### src/hdl/chm_pkg.sv
`timescale 1ns / 1ps
// ----------------------------------------------------------------------------
// chm_pkg
// Shared constants and types of the chained hash map.
// ----------------------------------------------------------------------------
package chm_pkg;

  localparam int MAX_BUCKETS  = 64;
  localparam int POOL_ENTRIES = 256;
  localparam int BKT_W        = $clog2(MAX_BUCKETS);
  localparam int IDX_W        = $clog2(POOL_ENTRIES);
  localparam int CNT_W        = IDX_W + 1;
  localparam int CFG_W        = 7;
  localparam int WORD_W       = 64;
  localparam logic [CFG_W-1:0] DEFAULT_BUCKETS = CFG_W'(16);

  typedef enum logic [1:0] {
    ACT_LOOKUP = 2'd0,
    ACT_SET    = 2'd1,
    ACT_REMOVE = 2'd2,
    ACT_CLEAR  = 2'd3
  } action_t;

  typedef struct packed {
    action_t            action;
    logic [WORD_W-1:0]  key;
    logic [WORD_W-1:0]  value;
    logic [BKT_W-1:0]   bucket;
  } op_t;

endpackage

### src/hdl/chm_front.sv
`timescale 1ns / 1ps
// ----------------------------------------------------------------------------
// chm_front
// Accepts operations, reduces the key modulo the bucket count eight bits a
// cycle, and queues the classified operation for the back end.
// ----------------------------------------------------------------------------
module chm_front (
  input  logic                      clk,
  input  logic                      rst_n,
  input  logic                      in_push,
  output logic                      in_full,
  input  logic [1:0]                in_action,
  input  logic [chm_pkg::WORD_W-1:0] in_key,
  input  logic [chm_pkg::WORD_W-1:0] in_value,
  input  logic [chm_pkg::CFG_W-1:0] bucket_count,
  output chm_pkg::op_t              q_op,
  output logic                      q_valid,
  input  logic                      q_pop
);

  typedef enum logic [1:0] {F_IDLE, F_DIV, F_PUSH} fstate_t;

  fstate_t                    state_r;
  chm_pkg::op_t               op_r;
  logic [chm_pkg::WORD_W-1:0] kshift_r;
  logic [chm_pkg::CFG_W-1:0]  div_r;
  logic [chm_pkg::CFG_W-1:0]  rem_r, rem_nxt;
  logic [2:0]                 cnt_r;
  logic [chm_pkg::CFG_W-1:0]  n_clamped;

  chm_pkg::op_t q_mem [2];
  logic         wr_ptr_r, rd_ptr_r;
  logic [1:0]   q_cnt_r;
  logic         q_push;

  always_comb begin
    if (bucket_count == '0) begin
      n_clamped = chm_pkg::CFG_W'(1);
    end else if (bucket_count > chm_pkg::CFG_W'(chm_pkg::MAX_BUCKETS)) begin
      n_clamped = chm_pkg::CFG_W'(chm_pkg::MAX_BUCKETS);
    end else begin
      n_clamped = bucket_count;
    end
  end

  // restoring remainder, eight key bits per cycle
  always_comb begin
    logic [chm_pkg::CFG_W-1:0] t;
    t = rem_r;
    for (int i = 0; i < 8; i++) begin
      t = {t[chm_pkg::CFG_W-2:0], kshift_r[chm_pkg::WORD_W-1-i]};
      if (t >= div_r) begin
        t = t - div_r;
      end
    end
    rem_nxt = t;
  end

  assign in_full = (state_r != F_IDLE);
  assign q_push  = (state_r == F_PUSH) && (q_cnt_r != 2'd2);

  always_ff @(posedge clk) begin
    if (!rst_n) begin
      state_r <= F_IDLE;
    end else begin
      unique case (state_r)
        F_IDLE: begin
          if (in_push) begin
            op_r.action <= chm_pkg::action_t'(in_action);
            op_r.key    <= in_key;
            op_r.value  <= in_value;
            kshift_r    <= in_key;
            div_r       <= n_clamped;
            rem_r       <= '0;
            cnt_r       <= '0;
            state_r     <= F_DIV;
          end
        end
        F_DIV: begin
          rem_r    <= rem_nxt;
          kshift_r <= {kshift_r[chm_pkg::WORD_W-9:0], 8'd0};
          cnt_r    <= cnt_r + 3'd1;
          if (cnt_r == 3'd7) begin
            op_r.bucket <= rem_nxt[chm_pkg::BKT_W-1:0];
            state_r     <= F_PUSH;
          end
        end
        F_PUSH: begin
          if (q_push) begin
            state_r <= F_IDLE;
          end
        end
        default: state_r <= F_IDLE;
      endcase
    end
  end

  always_ff @(posedge clk) begin
    if (q_push) begin
      q_mem[wr_ptr_r] <= op_r;
    end
  end

  always_ff @(posedge clk) begin
    if (!rst_n) begin
      wr_ptr_r <= 1'b0;
      rd_ptr_r <= 1'b0;
      q_cnt_r  <= '0;
    end else begin
      if (q_push) begin
        wr_ptr_r <= ~wr_ptr_r;
      end
      if (q_pop) begin
        rd_ptr_r <= ~rd_ptr_r;
      end
      q_cnt_r <= q_cnt_r + {1'b0, q_push} - {1'b0, q_pop};
    end
  end

  assign q_op    = q_mem[rd_ptr_r];
  assign q_valid = (q_cnt_r != 2'd0);

endmodule

### config.mk
export PLATFORM = sky130hd
export DESIGN_NAME = chm_front
export DESIGN_NICKNAME = d
export VERILOG_FILES = /design/src/hdl/chm_pkg.sv /design/src/hdl/chm_front.sv
export SDC_FILE = /design/constraint.sdc
export NUM_CORES = 1
export LEC_CHECK = 0
export ABC_AREA = 1
export BUFFER_PORTS_ARGS = -buffer_cell sky130_fd_sc_hd__buf_2
export CAP_MARGIN = 5
export CORE_MARGIN = 8
export CORE_UTILIZATION = 30
export DETAILED_ROUTE_END_ITERATION = 7
export PLACE_DENSITY_LB_ADDON = 0.3
export SETUP_SLACK_MARGIN = 0.02
export SLEW_MARGIN = 20
export SYNTH_ARGS = -nofsm -noshare
export SYNTH_HDL_FRONTEND = slang
export SYNTH_SLANG_ARGS = --single-unit
### constraint.sdc
create_clock -name clk -period 16.85 [get_ports clk]
set_input_delay 3.37 -clock clk [delete_from_list [all_inputs] [get_ports clk]]
set_output_delay 3.37 -clock clk [all_outputs]
set_load 0.005 [all_outputs]
==> flow_metrics.env, run 1 <==
export IMPL_cts_tree="yes"
export IMPL_final_hold_violation_count=0
export IMPL_firstDrtPassIters=4
export IMPL_h_tree_depth=2
export IMPL_synth_nets=1558
export IMPL_route_detailed_drc=0
export IMPL_synthCells=1349
export IMPL_fmax_mhz=84.6
export IMPL_met1_usage=0.163
export IMPL_drv_slew=0
export IMPL_grt_pass1_vias=12500
export IMPL_grt_use_total=0.125
export IMPL_path_common_cell="ha_1"
export IMPL_final_setup_tns_ns=0
export IMPL_netlist_top_cells_area="edfxtp_1, mux2_2, nand2_1"
export IMPL_num_rows=95
export IMPL_worst_pin_slew_ns=1.03
export IMPL_grt_use_met3=0.0294
export IMPL_die_x_um=276
export IMPL_synth_top_family_by_area="simple AND/OR/NAND/NOR gates"
export IMPL_slew_headroom=0.316
export IMPL_cts_made_buffers=55
export IMPL_status="complete, no violations"
export IMPL_synth_compound_area_share=0.0271
export IMPL_core_um2=67200
export IMPL_yosys_area_share_simple=0.0877
export IMPL_worst_clock_skew_ns=0.0562
export IMPL_gr_usage_met2=0.208
export IMPL_synth_area_leader_cell="edfxtp_1"
export IMPL_ant_nets=0
export IMPL_syn_avg_cell_area_um2=15.1
export IMPL_fin_nets=1875
export IMPL_overflow=0
export IMPL_yosys_warnings=0
export IMPL_gp_congestion=0.836
export IMPL_synth_top_area_frac=0.721
export IMPL_yosys_cell_types_count=45
export IMPL_ys_seq_elements=495
export IMPL_crit_required_ns=17.21
export IMPL_boundaryPins=279
export IMPL_arrival_ns=12.18
export IMPL_drive_gt1_frac=0.334
export IMPL_post_cts_buffers=0
export IMPL_synth_xor_area_share=0.0129
export IMPL_cts_resized=0
export IMPL_cts_num_sinks=495
export IMPL_period_share=0.701
export IMPL_muxShareOfSynthArea=0.0753
export IMPL_max_cap_violations=0
export IMPL_final_setup_viol_count=0
export IMPL_synth_edf_count=488
export IMPL_endpoint_kind="register"
export IMPL_vias=11600
export IMPL_slowest_delay_ns=0.72
export IMPL_ctsHoldBuffers=0
export IMPL_start_util=0.303
export IMPL_clk_latency_ns=0.62
export IMPL_grt_max_degree=69
export IMPL_hp_class="register to register"
export IMPL_synthArstFlopShare=0
export IMPL_yosysSeqAreaShare=0.727
export IMPL_grt_busiest_layer="met2"
export IMPL_clkTransAtPathRegs_ns=0.07
export IMPL_vias_per_cell=4.48
export IMPL_timing_worst_setup_path_type="register to register"
export IMPL_synth_area_um2=20300
export IMPL_period_minus_slack_ns=11.82
export IMPL_drt_first_iter_violations=630
export IMPL_area_growth_syn_to_layout_pct=21.0
export IMPL_cts_path_max_buffers=3
export IMPL_place_hpwl_um=33200
export IMPL_ctsRootBufferMaster="clkbuf_16"
export IMPL_grt_pass1_wl_um=74800
export IMPL_rsz0062_at_grt="no"
export IMPL_slowest_stage="edfxtp_1"
export IMPL_wirelength_um=49600
export IMPL_portBuffers=278
export IMPL_startpoint_type="register"
export IMPL_crit_fanout=10
export IMPL_wl_per_cell_um=19.2
export IMPL_antenna_found_initial=5
export IMPL_synth_main_ff_cell="edfxtp_1"
export IMPL_synth_adder_area_share=0.0448
export IMPL_die_area_um2=76400
export IMPL_die_y_um=276
placed cells by master, fill, tap and decap left out, drive strengths merged, types with 13 or more instances in the layout:
| master | n |
|---|---|
| a21oi | 39 |
| buf | 290 |
| clkbuf | 69 |
| clkinv | 25 |
| edfxtp | 488 |
| ha | 60 |
| inv | 105 |
| mux2 | 136 |
| nand2 | 287 |
| nand3 | 44 |
| nor2 | 39 |
| o21ai | 36 |
| xnor2 | 13 |
| xor2 | 17 |
metrics by stage:
stage               std cells  instance area (um^2)   util  worst slack, ns  hold slack, ns
CTS                      2583                 24600  0.366             5.14           0.410
detailed placement       2482                 22900  0.340             5.17           0.429
global route             2585                 24600  0.366             4.14           0.419
finish                   2585                 24600  0.366             5.03           0.411
floorplan                1349                 20300      -             6.78           0.421
global placement         2481                 22800  0.340             5.66           0.422
critical path, delay by kind of cell (launching register included):
family	cells	cell delay (ns)
AOI/OAI and AO/OA	16	2.67
adders and majority gates	8	2.71
buffers and inverters	9	1.50
DFF	1	0.72
and+or+nand+nor	28	3.93
cell families (layout without fill, tap and decap cells):
group                    after synthesis  in the layout
flip-flops                           495            495
AND/OR/NAND/NOR                      400            400
multiplexers                         136            136
buffers and inverters                132            493
AO/OA/AOI/OAI                         88             88
adder cells (fa/ha/maj)               68             68
XOR/XNOR                              30             30
other                                  0              2
cell type report:
cell class                      instances  area, um^2
Multi-Input combinational cell        722        5080
Timing Repair Buffer                  290        1500
Tap cell                              873        1090
Sequential cell                       495       14800
Clock buffer                           69        1450
Inverter                              102         383
Clock inverter                         32         295
Fill cell                            6424       42600
Antenna cell                            2        5.00
synthesized netlist by cell type, types with 2 or more instances:
master,count
a211oi_1,2
a21o_1,3
a21oi_1,34
a21oi_2,4
a31oi_1,2
and2_1,4
buf_1,10
buf_2,5
clkbuf_1,15
dfxtp_1,7
edfxtp_1,488
fa_1,8
ha_1,60
inv_1,94
inv_2,8
mux2_2,136
nand2_1,280
nand2_2,6
nand3_1,26
nand3_2,18
nand4_1,8
nor2_1,38
nor3_1,3
nor3_2,3
o21ai_0,16
o21ai_1,11
o21ai_2,8
or2_1,2
or2_2,6
xnor2_1,13
xor2_1,17
path summary, 6_finish.rpt:
kind                                from  slack (ns)           to  cells after the start
worst min-delay path             op_r[0]        0.41  q_mem[0][0]                      0
worst max register to register  div_r[1]        5.03     rem_r[3]                     61
worst min register to register   op_r[0]        0.41  q_mem[0][0]                      0
worst max-delay path            div_r[1]        5.03     rem_r[3]                     61
registers in the layout, summed over array words and instances (netlist names), named ones only:
| name | flops |
|---|---|
| rd_ptr_r | 1 |
| cnt_r | 3 |
| q_mem | 272 |
| kshift_r | 64 |
| wr_ptr_r | 1 |
| div_r | 7 |
| q_cnt_r | 2 |
| state_r | 2 |
| rem_r | 6 |
| op_r | 136 |
per-layer routing:
layer | up-vias | part of all wire | wire length (um)
met5 | - | 0.00046 | 23
met4 | 4 | 0.023 | 1130
met3 | 79 | 0.059 | 2920
met2 | 294 | 0.47 | 23300
met1 | 5710 | 0.45 | 22300
li1 | 5496 | - | -
Power of run 1 is not shown: default switching activity piles up to over one toggle a cycle in this logic, so the estimate is an artifact.
==> run 2, diff against run 1 <==
==> constraint.sdc (replaced) <==
create_clock -name clk -period 10.4 [get_ports clk]
set_input_delay 2.08 -clock clk [delete_from_list [all_inputs] [get_ports clk]]
set_output_delay 2.08 -clock clk [all_outputs]
set_load 0.005 [all_outputs]
==> flow_metrics.env, run 2 (synthesized netlist as in run 1, its figures left out) <==
export IMPL_status="complete, no violations"
export IMPL_final_hold_violation_count=0
export IMPL_period_share=0.971
export IMPL_fin_nets=1927
export IMPL_place_hpwl_um=32500
export IMPL_largest_registers="q_mem x272, op_r x136, kshift_r x64"
export IMPL_start_util=0.303
export IMPL_worstHoldStart="op_r[100]"
export IMPL_core_um2=67200
export IMPL_clkTransAtPathRegs_ns=0.06
export IMPL_largest_reg_flops=272
export IMPL_slowest_delay_ns=0.44
export IMPL_route_detailed_drc=0
export IMPL_reg2reg_from="rem_r[1]"
export IMPL_worst_path_stages=67
export IMPL_timing_worst_setup_path_type="register to register"
export IMPL_fmax_mhz=99.0
export IMPL_dpl_worst_slack_ns=-0.0946
export IMPL_grt_max_degree=74
export IMPL_setup_ws_ns=0.304
export IMPL_period_minus_slack_ns=10.10
export IMPL_path_common_cell="nand2_1"
export IMPL_antenna_found_initial=4
export IMPL_slew_headroom=0.278
export IMPL_grt_pass1_vias=12200
export IMPL_grt_use_total=0.124
export IMPL_firstDrtPassIters=5
export IMPL_boundaryPins=279
export IMPL_die_area_um2=76400
export IMPL_vias=12000
export IMPL_cts_num_sinks=495
export IMPL_hold_end="q_mem[0][100]"
export IMPL_gp_congestion=0.830
export IMPL_worst_clock_skew_ns=0.0279
export IMPL_ctsRootBufferMaster="clkbuf_16"
export IMPL_drive_gt1_frac=0.428
export IMPL_die_y_um=276
export IMPL_r2r_end="rem_r[3]"
export IMPL_reg2reg_slack_ns=0.30
export IMPL_cts_tree="yes"
export IMPL_worst_path_buf_inv=12
export IMPL_drv_slew=0
export IMPL_ant_nets=0
export IMPL_cp_top_family="simple AND/OR/NAND/NOR gates"
export IMPL_wl_per_cell_um=19.0
export IMPL_wirelength_um=50200
export IMPL_vias_per_cell=4.53
export IMPL_die_x_um=276
export IMPL_ctsHoldBuffers=0
export IMPL_drt_first_iter_violations=845
export IMPL_hold_path_depth=0
export IMPL_num_rows=95
export IMPL_worst_pin_slew_ns=1.08
export IMPL_crit_fanout=8
export IMPL_cts_path_max_buffers=3
export IMPL_whs_ns=0.434
export IMPL_endpoint_kind="register"
export IMPL_slowest_stage="edfxtp_1"
export IMPL_portBuffers=278
export IMPL_final_cell_mix="edfxtp_1, buf_2, nand2_1"
export IMPL_h_tree_depth=2
export IMPL_crit_required_ns=10.72
export IMPL_grt_pass1_wl_um=73900
export IMPL_final_setup_viol_count=0
export IMPL_layout_commonest_cell="edfxtp_1"
export IMPL_clk_latency_ns=0.60
export IMPL_startpoint_type="register"
export IMPL_overflow=0
export IMPL_cts_made_buffers=53
export IMPL_hp_class="register to register"
export IMPL_arrival_ns=10.42
export IMPL_max_cap_violations=0
export IMPL_worstRegToRegCells=67
export IMPL_top_register="q_mem"
export IMPL_area_growth_syn_to_layout_pct=27.6
## run 2: timing repair
action | 4_1_cts | 5_1_grt
setup endpoints to repair | 12 | 12
cloned | 1 | 1
buffers inserted | 9 | 31
pin swaps | 3 | 73
gates resized for setup | 5 | 167
## run 2: through the flow
step | instance area (um^2) | TNS, ns | cells | utilization
6_report | 26000 | 0 | 2637 | 0.386
5_1_grt | 25900 | -2.10 | 2635 | 0.386
4_1_cts | 24900 | 0 | 2603 | 0.370
3_5_place_dp | 22900 | -0.607 | 2494 | 0.341
3_3_place_gp | 22900 | 0 | 2494 | 0.341
2_1_floorplan | 20300 | 0 | 1349 | -
## run 2: final cells by class
type                    instances  area (um^2)
diodes                          2         5.00
clock buffers                  60         1360
clock inverters                39          463
fillers                      6289        41200
inverters                     102          400
multi-input cells             723         5920
flip-flops and latches        495        14800
well taps                     873         1090
repair buffers                342         1900
repair inverters                1         7.51
## run 2: per-layer routing
layer | vias up | track usage | share of wire
li1 | 5613 | - | -
met1 | 5946 | 0.165 | 0.45
met3 | 89 | 0.0275 | 0.052
met5 | - | 0 | 0.00026
met2 | 308 | 0.201 | 0.47
met4 | 2 | 0.0347 | 0.024
## run 2: worst max path at each step
stage	from	slack, ns	endpoint
6_report	rem_r[1]	0.30	rem_r[3]
2_1_floorplan	div_r[1]	0.33	rem_r[3]
3_3_place_gp	div_r[0]	0.12	rem_r[3]
4_1_cts	div_r[5]	0.04	rem_r[3]
5_1_grt	rem_r[1]	-0.22	rem_r[3]
3_5_place_dp	div_r[2]	-0.09	rem_r[3]
Power of run 2 is left out for the same reason.
==> run 3, diff against run 2 <==
--- a/config.mk
+++ b/config.mk
@@ -5,13 +5,13 @@
 export SDC_FILE = /design/constraint.sdc
 export NUM_CORES = 1
 export LEC_CHECK = 0
-export ABC_AREA = 1
 export BUFFER_PORTS_ARGS = -buffer_cell sky130_fd_sc_hd__buf_2
 export CAP_MARGIN = 5
 export CORE_MARGIN = 8
 export CORE_UTILIZATION = 30
 export DETAILED_ROUTE_END_ITERATION = 7
 export PLACE_DENSITY_LB_ADDON = 0.3
+export RECOVER_POWER = 50
 export SETUP_SLACK_MARGIN = 0.02
 export SLEW_MARGIN = 20
 export SYNTH_ARGS = -nofsm -noshare
==> flow_metrics.env, run 3 <==
export IMPL_grt_use_total=0.128
export IMPL_cts_made_buffers=53
export IMPL_grt_pass1_wl_um=74700
export IMPL_clk_latency_ns=0.59
export IMPL_yosys_warnings=0
export IMPL_worstRegToRegCells=57
export IMPL_dpl_worst_slack_ns=-0.544
export IMPL_clkTransAtPathRegs_ns=0.07
export IMPL_ctsRootBufferMaster="clkbuf_16"
export IMPL_slowest_delay_ns=0.47
export IMPL_largest_registers="q_mem x272, op_r x136, kshift_r x64"
export IMPL_max_cap_violations=4
export IMPL_yosys_cell_types_count=63
export IMPL_final_area_um2=26200
export IMPL_gp_congestion=0.848
export IMPL_hold_path_depth=0
export IMPL_gr_usage_met2=0.215
export IMPL_synth_most_common_cell="edfxtp_1"
export IMPL_synth_edf_count=488
export IMPL_startpoint_type="register"
export IMPL_route_detailed_drc=0
export IMPL_vias_per_cell=4.45
export IMPL_fin_nets=1942
export IMPL_period_share=1.04
export IMPL_num_rows=95
export IMPL_crit_fanout=6
export IMPL_boundaryPins=279
export IMPL_worstHoldStart="op_r[70]"
export IMPL_ctsHoldBuffers=0
export IMPL_top_register="q_mem"
export IMPL_setup_ws_ns=-0.369
export IMPL_core_um2=67000
export IMPL_overflow=0
export IMPL_status="finished, violations left"
export IMPL_rsz0062_at_grt="yes"
export IMPL_wirelength_um=50000
export IMPL_cts_path_max_buffers=3
export IMPL_r2r_end="rem_r[3]"
export IMPL_grt_busiest_layer="met2"
export IMPL_fillers=6325
export IMPL_slew_headroom=-1.44
export IMPL_ys_seq_elements=495
export IMPL_hp_class="register to register"
export IMPL_vias=11800
export IMPL_drv_slew=149
export IMPL_placed_cell_area_um2=24000
export IMPL_synth_area_um2=20300
export IMPL_synthTopCellsByCount="edfxtp_1, nand2_1, mux2_2, ha_1, inv_1"
export IMPL_final_hold_violation_count=0
export IMPL_place_hpwl_um=33100
export IMPL_period_minus_slack_ns=10.77
export IMPL_hold_end="q_mem[0][70]"
export IMPL_cts_num_sinks=495
export IMPL_grt_use_met3=0.0265
export IMPL_drive_gt1_frac=0.399
export IMPL_synth_nets=1478
export IMPL_synth_area_leader_cell="edfxtp_1"
export IMPL_failed_checks="capacitance limit, slew limit, setup timing"
export IMPL_ant_nets=0
export IMPL_wl_per_cell_um=18.8
export IMPL_synth_main_ff_cell="edfxtp_1"
export IMPL_synthCells=1269
export IMPL_final_cell_mix="edfxtp_1, buf_2, nand2_1"
export IMPL_crit_required_ns=10.75
export IMPL_met1_usage=0.169
export IMPL_portBuffers=278
export IMPL_synthArstFlopShare=0
export IMPL_antenna_found_initial=4
export IMPL_cts_tree="yes"
export IMPL_synth_top_area_frac=0.723
export IMPL_whs_ns=0.435
export IMPL_worst_pin_slew_ns=3.65
export IMPL_grt_pass1_vias=12400
export IMPL_final_setup_viol_count=12
export IMPL_firstDrtPassIters=6
export IMPL_die_area_um2=76100
export IMPL_reg2reg_slack_ns=-0.37
export IMPL_h_tree_depth=2
export IMPL_syn_avg_cell_area_um2=16.0
export IMPL_fmax_mhz=92.9
export IMPL_timing_worst_setup_path_type="register to register"
export IMPL_slowest_stage="edfxtp_1"
export IMPL_endpoint_kind="register"
export IMPL_largest_reg_flops=272
export IMPL_reg2reg_from="div_r[1]"
export IMPL_start_util=0.302
export IMPL_die_x_um=276
export IMPL_yosysSeqAreaShare=0.730
export IMPL_layout_commonest_cell="edfxtp_1"
export IMPL_die_y_um=276
export IMPL_grt_max_degree=138
export IMPL_netlist_top_cells_area="edfxtp_1, mux2_2, ha_1"
export IMPL_arrival_ns=11.12
export IMPL_area_growth_syn_to_layout_pct=29.2
export IMPL_drt_first_iter_violations=611
export IMPL_worst_clock_skew_ns=0.0221
[run 3: cell types whose count changed in the layout (fill, tap and decap cells not counted), moves of 15 or more]
cell and delta:
nand2_2 -39, nand3_2 -19, a21o_1 +15, nand2_1 -50, clkbuf_1 +69, buf_2 -62
inv_1 -42, nor2b_1 +16, buf_4 +100
[run 3: kinds of logic (layout without fill, tap and decap cells)]
| kind of cell | Yosys count | after routing | share of synthesized area |
|---|---|---|---|
| muxes | 151 | 151 | 0.0837 |
| AOI/OAI and AO/OA | 136 | 136 | 0.0460 |
| buffers and inverters | 78 | 587 | 0.0149 |
| other | 0 | 1 | 0 |
| adders and majority gates | 68 | 68 | 0.0450 |
| xor gates and xnor gates | 28 | 28 | 0.0121 |
| and+or+nand+nor | 313 | 313 | 0.0681 |
| DFF | 495 | 495 | 0.730 |
[run 3: critical path, delay by kind of cell (launching register included)]
family,cells,cell delay (ns)
xor+xnor,2,0.23
flops,1,0.47
fa+ha+maj,8,2.01
mux,1,0.27
compound gates,27,4.79
simple gates,12,1.79
buf+inv,7,0.95
[run 3: metal layers]
layer	vias to the layer above	share of wire	wire length [um]
li1	5658	-	-
met1	5798	0.45	22400
met2	267	0.47	23700
met3	73	0.055	2750
met4	4	0.021	1060
met5	-	0.00042	21
[run 3: area by class of cell]
type / instances / area (um^2) / area share
flip-flops and latches: 495 / 14800 / 0.566
inverters: 45 / 171 / 0.00655
well taps: 873 / 1090 / 0.0417
diodes: 1 / 2.50 / 0.0000956
clock inverters: 35 / 404 / 0.0154
clock buffers: 65 / 1390 / 0.0532
multi-input cells: 696 / 5740 / 0.219
repair buffers: 442 / 2570 / 0.0982
[run 3: timing repair]
item	4_1_cts	5_1_grt
gates resized for setup	34	34
pin swaps	46	25
setup endpoints to repair	12	12
setup buffers	16	10
[run 3: worst max-delay path by stage]
stage                         from       end  slack [ns]  cells after the start
after floorplan           div_r[1]  rem_r[3]       -0.31                     58
after global placement    div_r[1]  rem_r[2]       -0.29                     52
after detailed placement  div_r[1]  rem_r[3]       -0.54                     54
after CTS                 div_r[1]  rem_r[3]       -0.31                     58
after global routing      div_r[1]  rem_r[2]       -0.93                     60
final                     div_r[1]  rem_r[3]       -0.37                     57
[run 3: stage by stage]
step / utilization / setup TNS, ns / std cells
floorplan: - / -0.933 / 1269
global placement: 0.358 / -2.40 / 2526
detailed placement: 0.358 / -5.13 / 2526
CTS: 0.389 / -2.52 / 2642
global route: 0.390 / -9.86 / 2651
finish: 0.390 / -3.03 / 2652
Power of run 3 is left out for the same reason.
